===== config.mk =====
export PLATFORM = sky130hd
export DESIGN_NAME = pose_record_replay_sequencer
export DESIGN_NICKNAME = d
export VERILOG_FILES = /design/src/prrs_pkg.sv /design/src/pose_record_replay_sequencer.sv
export SDC_FILE = /design/constraint.sdc
export NUM_CORES = 2
export LEC_CHECK = 0
export BUFFER_PORTS_ARGS = -buffer_cell sky130_fd_sc_hd__buf_2
export CORE_ASPECT_RATIO = 1.4
export CORE_MARGIN = 4
export CORE_UTILIZATION = 40
export CTS_CLUSTER_SIZE = 14
export DETAILED_ROUTE_END_ITERATION = 10
export GPL_TIMING_DRIVEN = 1
export SLEW_MARGIN = 40
export SYNTH_ARGS = -nofsm -noshare
export SYNTH_HDL_FRONTEND = slang
export SYNTH_SLANG_ARGS = --single-unit

===== constraint.sdc =====
create_clock -name clk -period 11.6 [get_ports clk]
set_input_delay 0.58 -clock clk [delete_from_list [all_inputs] [get_ports clk]]
set_output_delay 0.58 -clock clk [all_outputs]
set_load 0.01 [all_outputs]

===== src/prrs_pkg.sv =====
// Shared types and constants of the pose record and replay sequencer.
// No dependencies; imported by the top level.
package prrs_pkg;

  // Pose store geometry
  localparam int TABLE_DEPTH = 64;
  localparam int ADDR_W      = (TABLE_DEPTH > 1) ? $clog2(TABLE_DEPTH) : 1;
  localparam int CNT_W       = $clog2(TABLE_DEPTH + 1);

  // Field widths
  localparam int ANGLE_W = 8;
  localparam int TIME_W  = 32;
  localparam int LIMIT_W = 7;
  localparam int IVAL_W  = 16;
  localparam int SLOT_W  = 7;
  localparam int KIND_W  = 2;
  localparam int CMP_W   = (CNT_W > LIMIT_W) ? CNT_W : LIMIT_W;

  // Stream and configuration port widths
  localparam int IN_DATA_W  = 72;
  localparam int OUT_DATA_W = 48;
  localparam int CFG_ADDR_W = 2;
  localparam int CFG_DATA_W = 16;

  // Configuration register indexes
  localparam logic [CFG_ADDR_W-1:0] REG_RECORD_LIMIT  = 2'd0;
  localparam logic [CFG_ADDR_W-1:0] REG_STEP_INTERVAL = 2'd1;
  localparam logic [CFG_ADDR_W-1:0] REG_GRIP_OPEN     = 2'd2;
  localparam logic [CFG_ADDR_W-1:0] REG_GRIP_CLOSED   = 2'd3;

  // Request kinds
  localparam logic REQ_RECORD = 1'b0;
  localparam logic REQ_REPLAY = 1'b1;

  // Result kinds
  localparam logic [KIND_W-1:0] KIND_RECORDED = 2'd0;
  localparam logic [KIND_W-1:0] KIND_FULL     = 2'd1;
  localparam logic [KIND_W-1:0] KIND_STEP     = 2'd2;
  localparam logic [KIND_W-1:0] KIND_DONE     = 2'd3;

  // Reset values of the configuration registers
  localparam logic [LIMIT_W-1:0] RST_RECORD_LIMIT  = 7'd50;
  localparam logic [IVAL_W-1:0]  RST_STEP_INTERVAL = 16'd2000;
  localparam logic [ANGLE_W-1:0] RST_GRIP_OPEN     = 8'd70;
  localparam logic [ANGLE_W-1:0] RST_GRIP_CLOSED   = 8'd160;

  // One stored pose
  typedef struct packed {
    logic               grip_open;
    logic [ANGLE_W-1:0] joint_d;
    logic [ANGLE_W-1:0] joint_c;
    logic [ANGLE_W-1:0] joint_b;
    logic [ANGLE_W-1:0] joint_a;
  } pose_t;

endpackage


===== src/pose_record_replay_sequencer.sv =====
// Top level of the pose record and replay sequencer: pose store, replay timer,
// result register. Depends on prrs_pkg.
//
// Teach-and-replay store for a four-joint arm with a gripper. A record item
// (in_tuser = 0) writes its four joint angles and gripper bit into the next
// slot of a 64-entry pose memory and answers "recorded" with the new count,
// or "full" with the held count once min(record_limit, 64) slots are used.
// A replay item (in_tuser = 1) carries the millisecond time. The first one
// while poses are held arms replay and latches the time; later items emit the
// next pose once strictly more than step_interval_ms have passed (wrap-safe
// 32-bit difference), with the gripper bit mapped to the open or closed angle.
// A replay item past the last pose answers "complete" and disarms; the next
// replay item starts over from the first pose. Items that cause no result
// (idle poll, start, interval not yet exceeded) leave nothing on the output.
// Rate: one item per cycle while no result stalls. All decisions are made in
// the cycle an item is accepted; the single result register (which also
// holds the registered read data of the pose memory) decouples the output,
// so in_tready stays high unless a result waits while out_tready is low.
// The pose memory has no reset; only the count, replay pointer, flags and
// time stamp are cleared, so no clearing pass is needed.
module pose_record_replay_sequencer
  import prrs_pkg::*;
(
  input  logic                  clk,
  input  logic                  rst_n,
  // configuration write port
  input  logic                  cfg_we,
  input  logic [CFG_ADDR_W-1:0] cfg_addr,
  input  logic [CFG_DATA_W-1:0] cfg_wdata,
  // request stream
  input  logic                  in_tvalid,
  output logic                  in_tready,
  // in_tdata, lowest bit up: joint_a[7:0], joint_b[15:8], joint_c[23:16],
  // joint_d[31:24], grip_open[32], now_ms[64:33], zero pad[71:65]
  input  logic [IN_DATA_W-1:0]  in_tdata,
  // in_tuser: req_type[0]
  input  logic                  in_tuser,
  // result stream
  output logic                  out_tvalid,
  input  logic                  out_tready,
  // out_tdata, lowest bit up: slot_number[6:0], out_joint_a[14:7],
  // out_joint_b[22:15], out_joint_c[30:23], out_joint_d[38:31],
  // gripper_angle[46:39], zero pad[47]
  output logic [OUT_DATA_W-1:0] out_tdata,
  // out_tuser: result_kind[1:0]
  output logic [KIND_W-1:0]     out_tuser
);

  // Configuration registers
  logic [LIMIT_W-1:0] record_limit_r;
  logic [IVAL_W-1:0]  step_interval_r;
  logic [ANGLE_W-1:0] grip_open_angle_r;
  logic [ANGLE_W-1:0] grip_closed_angle_r;

  always_ff @(posedge clk) begin
    if (!rst_n) begin
      record_limit_r      <= RST_RECORD_LIMIT;
      step_interval_r     <= RST_STEP_INTERVAL;
      grip_open_angle_r   <= RST_GRIP_OPEN;
      grip_closed_angle_r <= RST_GRIP_CLOSED;
    end else if (cfg_we) begin
      unique case (cfg_addr)
        REG_RECORD_LIMIT:  record_limit_r      <= cfg_wdata[LIMIT_W-1:0];
        REG_STEP_INTERVAL: step_interval_r     <= cfg_wdata[IVAL_W-1:0];
        REG_GRIP_OPEN:     grip_open_angle_r   <= cfg_wdata[ANGLE_W-1:0];
        REG_GRIP_CLOSED:   grip_closed_angle_r <= cfg_wdata[ANGLE_W-1:0];
        default: ;
      endcase
    end
  end

  // Unpack the request
  logic                req_type;
  pose_t               in_pose;
  logic [TIME_W-1:0]   now_ms;

  assign req_type          = in_tuser;
  assign in_pose.joint_a   = in_tdata[7:0];
  assign in_pose.joint_b   = in_tdata[15:8];
  assign in_pose.joint_c   = in_tdata[23:16];
  assign in_pose.joint_d   = in_tdata[31:24];
  assign in_pose.grip_open = in_tdata[32];
  assign now_ms            = in_tdata[64:33];

  // Sequencer state
  logic [CNT_W-1:0]  pose_count_r, pose_count_nxt;
  logic              replay_active_r, replay_active_nxt;
  logic [CNT_W-1:0]  replay_index_r, replay_index_nxt;
  logic [TIME_W-1:0] last_step_time_r, last_step_time_nxt;

  // Result register
  logic              out_valid_r;
  logic [KIND_W-1:0] out_kind_r;
  logic [SLOT_W-1:0] out_slot_r;
  pose_t             rd_pose_r;

  logic in_accept;
  assign in_tready = !out_valid_r || out_tready;
  assign in_accept = in_tvalid && in_tready;

  // Per-item decision
  logic [CMP_W-1:0]  limit_eff;
  logic [CMP_W-1:0]  count_ext;
  logic              start_now;
  logic [CNT_W-1:0]  index_eff;
  logic [TIME_W-1:0] last_eff;
  logic [TIME_W-1:0] elapsed;
  logic              res_valid;
  logic [KIND_W-1:0] res_kind;
  logic [SLOT_W-1:0] res_slot;
  logic              wr_en;
  logic              rd_en;

  always_comb begin
    // clamp the limit to the store depth
    if (CMP_W'(record_limit_r) > CMP_W'(TABLE_DEPTH)) begin
      limit_eff = CMP_W'(TABLE_DEPTH);
    end else begin
      limit_eff = CMP_W'(record_limit_r);
    end
    count_ext = CMP_W'(pose_count_r);

    // a poll while disarmed with poses held arms replay at this time
    start_now = !replay_active_r && (pose_count_r != '0);
    index_eff = start_now ? '0 : replay_index_r;
    last_eff  = start_now ? now_ms : last_step_time_r;
    elapsed   = now_ms - last_eff;

    pose_count_nxt     = pose_count_r;
    replay_active_nxt  = replay_active_r;
    replay_index_nxt   = replay_index_r;
    last_step_time_nxt = last_step_time_r;
    res_valid          = 1'b0;
    res_kind           = KIND_RECORDED;
    res_slot           = '0;
    wr_en              = 1'b0;
    rd_en              = 1'b0;

    if (req_type == REQ_RECORD) begin
      res_valid = 1'b1;
      if (count_ext >= limit_eff) begin
        res_kind = KIND_FULL;
        res_slot = SLOT_W'(pose_count_r);
      end else begin
        wr_en          = 1'b1;
        pose_count_nxt = pose_count_r + CNT_W'(1);
        res_kind       = KIND_RECORDED;
        res_slot       = SLOT_W'(pose_count_nxt);
      end
    end else if (replay_active_r || start_now) begin
      replay_active_nxt  = 1'b1;
      replay_index_nxt   = index_eff;
      last_step_time_nxt = last_eff;
      if (elapsed > TIME_W'(step_interval_r)) begin
        res_valid = 1'b1;
        if (index_eff < pose_count_r) begin
          // emit the next pose and restart the interval
          rd_en              = 1'b1;
          replay_index_nxt   = index_eff + CNT_W'(1);
          last_step_time_nxt = now_ms;
          res_kind           = KIND_STEP;
          res_slot           = SLOT_W'(replay_index_nxt);
        end else begin
          // past the last pose: report and disarm
          replay_active_nxt = 1'b0;
          res_kind          = KIND_DONE;
          res_slot          = SLOT_W'(index_eff);
        end
      end
    end
  end

  always_ff @(posedge clk) begin
    if (!rst_n) begin
      pose_count_r     <= '0;
      replay_active_r  <= 1'b0;
      replay_index_r   <= '0;
      last_step_time_r <= '0;
    end else if (in_accept) begin
      pose_count_r     <= pose_count_nxt;
      replay_active_r  <= replay_active_nxt;
      replay_index_r   <= replay_index_nxt;
      last_step_time_r <= last_step_time_nxt;
    end
  end

  // Pose memory: one write port, one registered read port
  pose_t pose_mem [TABLE_DEPTH];

  always_ff @(posedge clk) begin
    if (in_accept && wr_en) begin
      pose_mem[pose_count_r[ADDR_W-1:0]] <= in_pose;
    end
  end

  // read data lands in the result register; hold it while a result stalls
  always_ff @(posedge clk) begin
    if (in_accept && rd_en) begin
      rd_pose_r <= pose_mem[index_eff[ADDR_W-1:0]];
    end
  end

  always_ff @(posedge clk) begin
    if (!rst_n) begin
      out_valid_r <= 1'b0;
    end else if (in_accept) begin
      out_valid_r <= res_valid;
    end else if (out_tready) begin
      out_valid_r <= 1'b0;
    end
  end

  always_ff @(posedge clk) begin
    if (in_accept && res_valid) begin
      out_kind_r <= res_kind;
      out_slot_r <= res_slot;
    end
  end

  // Output formatting: pose fields only on a step, zero otherwise
  logic               is_step;
  logic [ANGLE_W-1:0] grip_angle;
  pose_t              out_pose;

  assign is_step    = (out_kind_r == KIND_STEP);
  assign out_pose   = is_step ? rd_pose_r : '0;
  assign grip_angle = !is_step            ? '0 :
                      rd_pose_r.grip_open ? grip_open_angle_r : grip_closed_angle_r;

  assign out_tvalid = out_valid_r;
  assign out_tuser  = out_kind_r;
  assign out_tdata  = {1'b0, grip_angle, out_pose.joint_d, out_pose.joint_c,
                       out_pose.joint_b, out_pose.joint_a, out_slot_r};

endmodule


* Yosys cells after proc, flatten, opt, wreduce, memory -nomap -nowiden
Memory sizes are Yosys's and may differ from the RTL's. A register that Yosys moved wholly into a read port is not among the register bits.
Cells that the tools add are included.
** Storage, ports and cells
- Word-level logic and storage cells :: 75
- Bits in latches :: 0
- Memories kept :: 1
- RAM bits :: 2112
- Input port bits :: 96
- Bits in registers :: 96
- Output and inout bits :: 52
- Memory bits (read-only) :: 0
** Operators by class
- Bitwise gates (word level) :: 1
- Eq/ne operators :: 4
- Shifts and indexed selects :: 0
- $lt $le $gt $ge :: 4
- Muxes and demuxes :: 33
- Div/mod/pow operators :: 0
- Reductions and logical operators :: 18
- Add/sub/neg operators :: 3
- $mul :: 0
** Memories
- pose_mem :: words 64, bits a word 33, read ports 1, clocked after memory_dff 1, wr ports 1, RTL line pose_record_replay_sequencer.sv:188 : pose_t pose_mem [TABLE_DEPTH];
** Operator list (count)
- $mux 32 :: 4
- $mux 7 :: 8
- $gt 32x16->1 :: 1
- $sub 32x32->32 :: 1
- $mux 1 :: 16
- $mux 8 :: 2
- $add 7x1->7 const B :: 2
- $reduce_and 2->1 :: 5
- $ge 7x7->1 :: 1
- $gt 7x7->1 const B :: 1
- $lt 7x7->1 :: 1
- $reduce_bool 7->1 :: 1
- $eq 2x2->1 const B :: 3
- $mux 2 :: 3
- $logic_and 1x1->1 :: 5
- $reduce_and 3->1 :: 1
- $eq 2x1->1 const B :: 1
- $logic_not 1->1 :: 2
- $logic_not 2->1 :: 1
- $logic_or 1x1->1 :: 2
- $reduce_bool 2->1 :: 1
- $not 1->1 :: 1

* Longest topological paths before layout
- Word-level depth :: 9
- Mapped depth :: 37
- Mapped depth without buffers :: 29

* Least setup slack after synthesis
Ideal clock, no wire load.
- Path type :: register -> register
- Start point :: reg pose_count_r[1], in the netlist count_ext[1]
- End point :: reg rd_pose_r[0] (netlist name)
- Setup time :: 0.464 ns
- Data arrival time :: 7.894 ns
- Buffers on the path :: 7
- Path slack :: 3.241 ns
- Stages on the path, launching flop included :: 36
- Required time :: 11.136 ns
- Period minus slack after synthesis :: 8.359 ns
- Cells stage by stage :: dfxtp_1 inv_1 ha_1 nor3b_4 a21o_4 buf_4 buf_2 clkbuf_1 clkbuf_1 clkbuf_1 buf_1 nand2_1 o21ai_0 ha_1 inv_1 ha_1 inv_1 o211ai_1 o32a_2 o21ai_1 a221o_1 nand2_1 xor2_1 ha_1 nand2_1 nor3_1 o211ai_1 a31oi_1 o2bb2ai_1 o41ai_1 or4_1 nor4_2 nand4_2 nor2_2 buf_2 nor3_1
** Between the ends
- Longest elaborated chain between the ends :: 9
- Elaborated cells between the ends (all ways) :: 13
- Classes of those cells :: add/sub: 1; order compare: 2; mux: 6; reduce/logical: 4
** Ends and longest elaborated chain
- start: declaration :: RTL line pose_record_replay_sequencer.sv:86 : logic [CNT_W-1:0] pose_count_r, pose_count_nxt;
- start signal: assignment :: RTL line pose_record_replay_sequencer.sv:180 : pose_count_r <= pose_count_nxt;
- $reduce_bool 7->1 :: RTL line pose_record_replay_sequencer.sv:124 : start_now = !replay_active_r && (pose_count_r != '0);
- $logic_and 1x1->1 :: RTL line pose_record_replay_sequencer.sv:124
- $mux 32 or $mux 7 (tied branches) :: RTL line pose_record_replay_sequencer.sv:126, pose_record_replay_sequencer.sv:125
- $sub 32x32->32 or $lt 7x7->1 (tied branches) :: RTL line pose_record_replay_sequencer.sv:127, pose_record_replay_sequencer.sv:156
- $gt 32x16->1 or $mux 1 (tied branches) :: RTL line pose_record_replay_sequencer.sv:154, pose_record_replay_sequencer.sv:156
- $mux 1 :: RTL line pose_record_replay_sequencer.sv:154 : if (elapsed > TIME_W'(step_interval_r)) begin
- $mux 1 :: RTL line pose_record_replay_sequencer.sv:150 : end else if (replay_active_r || start_now) begin
- $mux 1 :: RTL line pose_record_replay_sequencer.sv:139 : if (req_type == REQ_RECORD) begin
- $logic_and 1x1->1 :: RTL line pose_record_replay_sequencer.sv:198 : if (in_accept && rd_en) begin
Parallel ways exist; a longest one is shown, timed or not.
A chain may end at the register's enable or synchronous reset.

* Worst setup path in the final report
- Start point :: reg pose_count_r[1], in the netlist count_ext[1]
- End point :: reg rd_pose_r[13] (netlist name)
** Between the ends
- Longest elaborated chain between the ends :: 9
- Elaborated cells between the ends (all ways) :: 13
- Classes of those cells :: add/sub: 1; order compare: 2; mux: 6; reduce/logical: 4
** Ends and longest elaborated chain (RTL line)
- $reduce_bool 7->1 :: pose_record_replay_sequencer.sv:124
- $logic_and 1x1->1 :: pose_record_replay_sequencer.sv:124
- $mux 32 or $mux 7 (tied branches) :: pose_record_replay_sequencer.sv:126, pose_record_replay_sequencer.sv:125
- $sub 32x32->32 or $lt 7x7->1 (tied branches) :: pose_record_replay_sequencer.sv:127, pose_record_replay_sequencer.sv:156
- $gt 32x16->1 or $mux 1 (tied branches) :: pose_record_replay_sequencer.sv:154, pose_record_replay_sequencer.sv:156
- $mux 1 :: pose_record_replay_sequencer.sv:154
- $mux 1 :: pose_record_replay_sequencer.sv:150
- $mux 1 :: pose_record_replay_sequencer.sv:139
- $logic_and 1x1->1 :: pose_record_replay_sequencer.sv:198
Parallel ways exist; a longest one is shown, timed or not.

==> summary.md <==
| Metric | Value |
|---|---|
| Status | `finished, final reports clean` |
| Final WS setup | `3.69 ns` |
| Die W | `416 um` |
| Seq/Total Area, Yosys | `71.4%` |
| Area Overhead vs Synth | `12.6%` |
| Vias in the first global route | `56200` |
| Worst setup EP type | `flop` |
| Worst-Margin Slew | `0.953 ns` |
| Area leader, netlist | `edfxtp_1` |
| # IOs | `148` |
| Hold Path Class | `in -> reg` |
| Die Y | `579 um` |
| XOR/XNOR share of the synthesized area | `0.433%` |
| Distinct cell type count after synthesis | `78` |
| RSZ-0062 raised after global routing | `no` |
| Compound-Gate Fraction of Synth Area | `8.95%` |
| Share of the synthesized area in the top cell type | `69.5%` |
| HP Start | `cfg_wdata[1]` |
| Vias | `56600` |
| Hold Crit Endpoint | `grip_closed_angle_r[1]` |
| Mapped Avg Cell Area | `14.6 sq um` |
| Post-synthesis simple-gate area fraction | `7.41%` |
| Clk_lat worst skew | `0.86 ns` |
| Finish-stage setup viols | `0` |
| Largest net degree at the start of global routing | `123` |
| Placer congestion estimate | `0.884` |
| Final ANT Viol Nets | `0` |
| Final clock period utilization by the worst path | `68.2%` |
| Syn nets | `6505` |
| Arrival @ worst endpoint | `8.46 ns` |
| TritonCTS Buffers | `212` |
| Placement Setup Slack | `3.79 ns` |
| Final WL | `271000 um` |
| Clock Tree Buf Depth | `4` |
| Hold Slack | `0.0824 ns` |
| FP Rows | `209` |
| Maxcap violations | `0` |
| Ys async rst share | `0%` |
| Fmax | `126 MHz` |
| Global-route wire length before repair | `387000 um` |
| TNS Setup | `0 ns` |
| Net count, final | `6630` |
| Final Instance Area | `105000 sq um` |
| Starting density of the core | `40.2%` |
| Worst R2R End | `rd_pose_r[13]` |
| Syn Inst Count | `6356` |
| GRT Overall Usage | `21.8%` |
| Drt drc | `0` |
| Leakage Power | `33.0 nW` |
| R2R cell count | `26` |
| Synth Register Bits | `2241` |
| Primary FF master, synth | `edfxtp_1` |
| Dominant cells by area after synthesis | `edfxtp_1, mux2i_1, nand2_1` |
| Layout cell share with drive strength beyond 1 | `14.7%` |
| CP startpoint kind | `flop` |
| # H-tree levels | `4` |
| Top post-synthesis cells by count | `edfxtp_1, nand2_1, mux2i_1, clkbuf_1, a21oi_1` |
| TritonCTS clock tree | `yes` |
| Area after DPL | `97900 sq um` |
| Final hold viol count | `0` |
| Post-route insts no fill | `9705` |
| YS warnings | `0` |
| Number of synthesized flops with an enable pin | `2154` |
| Total grt overflow | `0` |
| R2r setup slk | `3.69 ns` |
| Postcts setup bufs | `0` |
| Mux contribution to synthesized area | `9.00%` |
| Max transition margin | `35.8%` |
| Cell count after placement | `9277` |
| Combinational family with the most area after synthesis | `multiplexers` |
| Max-slew violation count | `0` |
| Detailed Routing Iterations Pass 1 | `5` |
| FF-to-FF Start | `count_ext[1]` |
| Setup CP Type | `reg -> reg` |
| Clk pin slew, worst setup/hold paths | `0.06 ns` |
| VDD IR max | `0.000105 V` |
| Synth Area in Adders | `0.713%` |
| Mapped Area | `93000 sq um` |
| Antenna violations before repair | `16` |
| Crit path time final | `7.91 ns` |
| CP Data Required Time | `12.15 ns` |
| Die Footprint | `240000 sq um` |
| Clock skew | `0.0420 ns` |
| PortBufs | `139` |
| Core Box Area | `231000 sq um` |
| Hold Path Depth | `3` |
| Vias/cell | `5.83` |
| DP HPWL | `149000 um` |
| Top-count cell post-synth | `edfxtp_1` |
| Iter 0 DRT Violations | `5630` |
| Clock sink count | `2241` |
| Root Buffer | `clkbuf_16` |
| Worst Path Max Fanout | `26` |
| Routed wire length per instance | `27.9 um` |
| Power Dens Cells | `154 nW/um^2` |
## metal layers
layer  wire length [um]  global-route usage, %
met5                 73                      0
met1             104000                   26.5
met2             134000                   38.1
met4              16100                   11.3
met3              16500                   3.06
## layout make-up
| type | instances | area [sq um] |
|---|---|---|
| tap | 3059 | 3830 |
| inverter | 44 | 175 |
| sequential | 2241 | 66400 |
| fill | 20100 | 127000 |
| clock buffer | 264 | 5610 |
| multi-input combinational | 3623 | 25300 |
| timing repair buffer | 359 | 2660 |
| clock inverter | 111 | 786 |
| antenna | 4 | 10.0 |
## flip-flops by register name, summed over array words and instances (netlist names)
signal,count
out_tuser,2
replay_active_r,1
grip_closed_angle_r,8
last_step_time_r,32
out_tvalid,1
rd_pose_r,33
replay_index_r,7
count_ext,7
out_slot_r,7
pose_mem,2112
grip_open_angle_r,8
record_limit_r,7
step_interval_r,16
## where the power goes
group	internal, mW	switching (mW)	leakage, nW
Sequential	8.88	0.0105	20.1
Combinational	0.194	0.475	9.75
Clock	3.63	2.96	3.14
## worst max-delay path by stage
| stage | to | from | slack, ns | depth (start not counted) |
|---|---|---|---|---|
| 2_1_floorplan | rd_pose_r[0] | count_ext[1] | 3.24 | 35 |
| 3_3_place_gp | rd_pose_r[7] | count_ext[1] | 3.83 | 26 |
| 3_5_place_dp | rd_pose_r[8] | count_ext[1] | 3.79 | 26 |
| 4_1_cts | rd_pose_r[18] | count_ext[1] | 3.73 | 26 |
| 5_1_grt | rd_pose_r[13] | count_ext[1] | 3.38 | 26 |
| 6_report | rd_pose_r[13] | count_ext[1] | 3.69 | 26 |
## what timing repair did
item                       4_1_cts  5_1_grt
hold endpoints to repair        59        0
hold buffers                    48        0
setup endpoints to repair        0        0
resized for setup                0        0
## through the flow
step	power [mW]	util, %
floorplan	9.39	-
global placement	9.70	42.2
finish	16.1	45.3
CTS	16.3	45.3
detailed placement	9.71	42.3
global route	16.6	45.3
## critical path, stage by stage, from the launching register on
cell and delay [ns]:
dfxtp_1 0.57, inv_1 0.23, ha_1 0.24, nor3b_4 0.17
a21o_4 0.33, o21ai_0 0.19, ha_1 0.33, inv_1 0.08
ha_1 0.25, inv_1 0.12, o211ai_1 0.15, o22ai_1 0.47
nor3_1 0.14, nor3_1 0.47, xnor2_1 0.23, ha_1 0.30
o21ai_0 0.17, a21oi_1 0.09, a221o_1 0.32, o2bb2ai_1 0.33
o41ai_1 0.17, or4_1 0.53, nor4_2 0.18, nand4_2 0.20
nor2_2 0.67, nor3_2 0.28, buf_4 0.36
## cells in the final DEF, fill, tap and decap left out, types with 15 or more instances in the layout
| master | n |
|---|---|
| dlygate4sd3_1 | 48 |
| mux4_2 | 66 |
| a31oi_1 | 141 |
| clkbuf_16 | 216 |
| a211oi_1 | 137 |
| clkinv_1 | 54 |
| o21ai_1 | 17 |
| inv_1 | 38 |
| clkbuf_1 | 46 |
| dfxtp_1 | 83 |
| nand3_1 | 23 |
| nor2_1 | 132 |
| buf_2 | 136 |
| nand2b_1 | 19 |
| nor2b_1 | 80 |
| o221ai_1 | 102 |
| clkinv_2 | 38 |
| mux2_2 | 199 |
| and3_1 | 138 |
| a21o_1 | 15 |
| a21oi_1 | 268 |
| xnor2_1 | 30 |
| xor2_1 | 16 |
| nand2_1 | 793 |
| buf_4 | 156 |
| o22ai_1 | 137 |
| o21ai_0 | 257 |
| ha_1 | 53 |
| edfxtp_1 | 2154 |
| and2_1 | 101 |
| a311oi_1 | 135 |
| mux2i_1 | 464 |
| nor2_4 | 62 |
| o211ai_1 | 20 |
| nor3_1 | 78 |
## logic make-up (layout without fill, tap and decap cells)
kind of cell / count (synthesis) / after routing
AND/OR/NAND/NOR: 1506 / 1506
other: 1 / 5
AO/OA/AOI/OAI: 1288 / 1288
adder cells (fa/ha/maj): 53 / 53
buffers and inverters: 492 / 778
flip-flops: 2241 / 2241
XOR/XNOR: 46 / 46
multiplexers: 729 / 729
No activity file was read; power rests on OpenSTA's default activity.
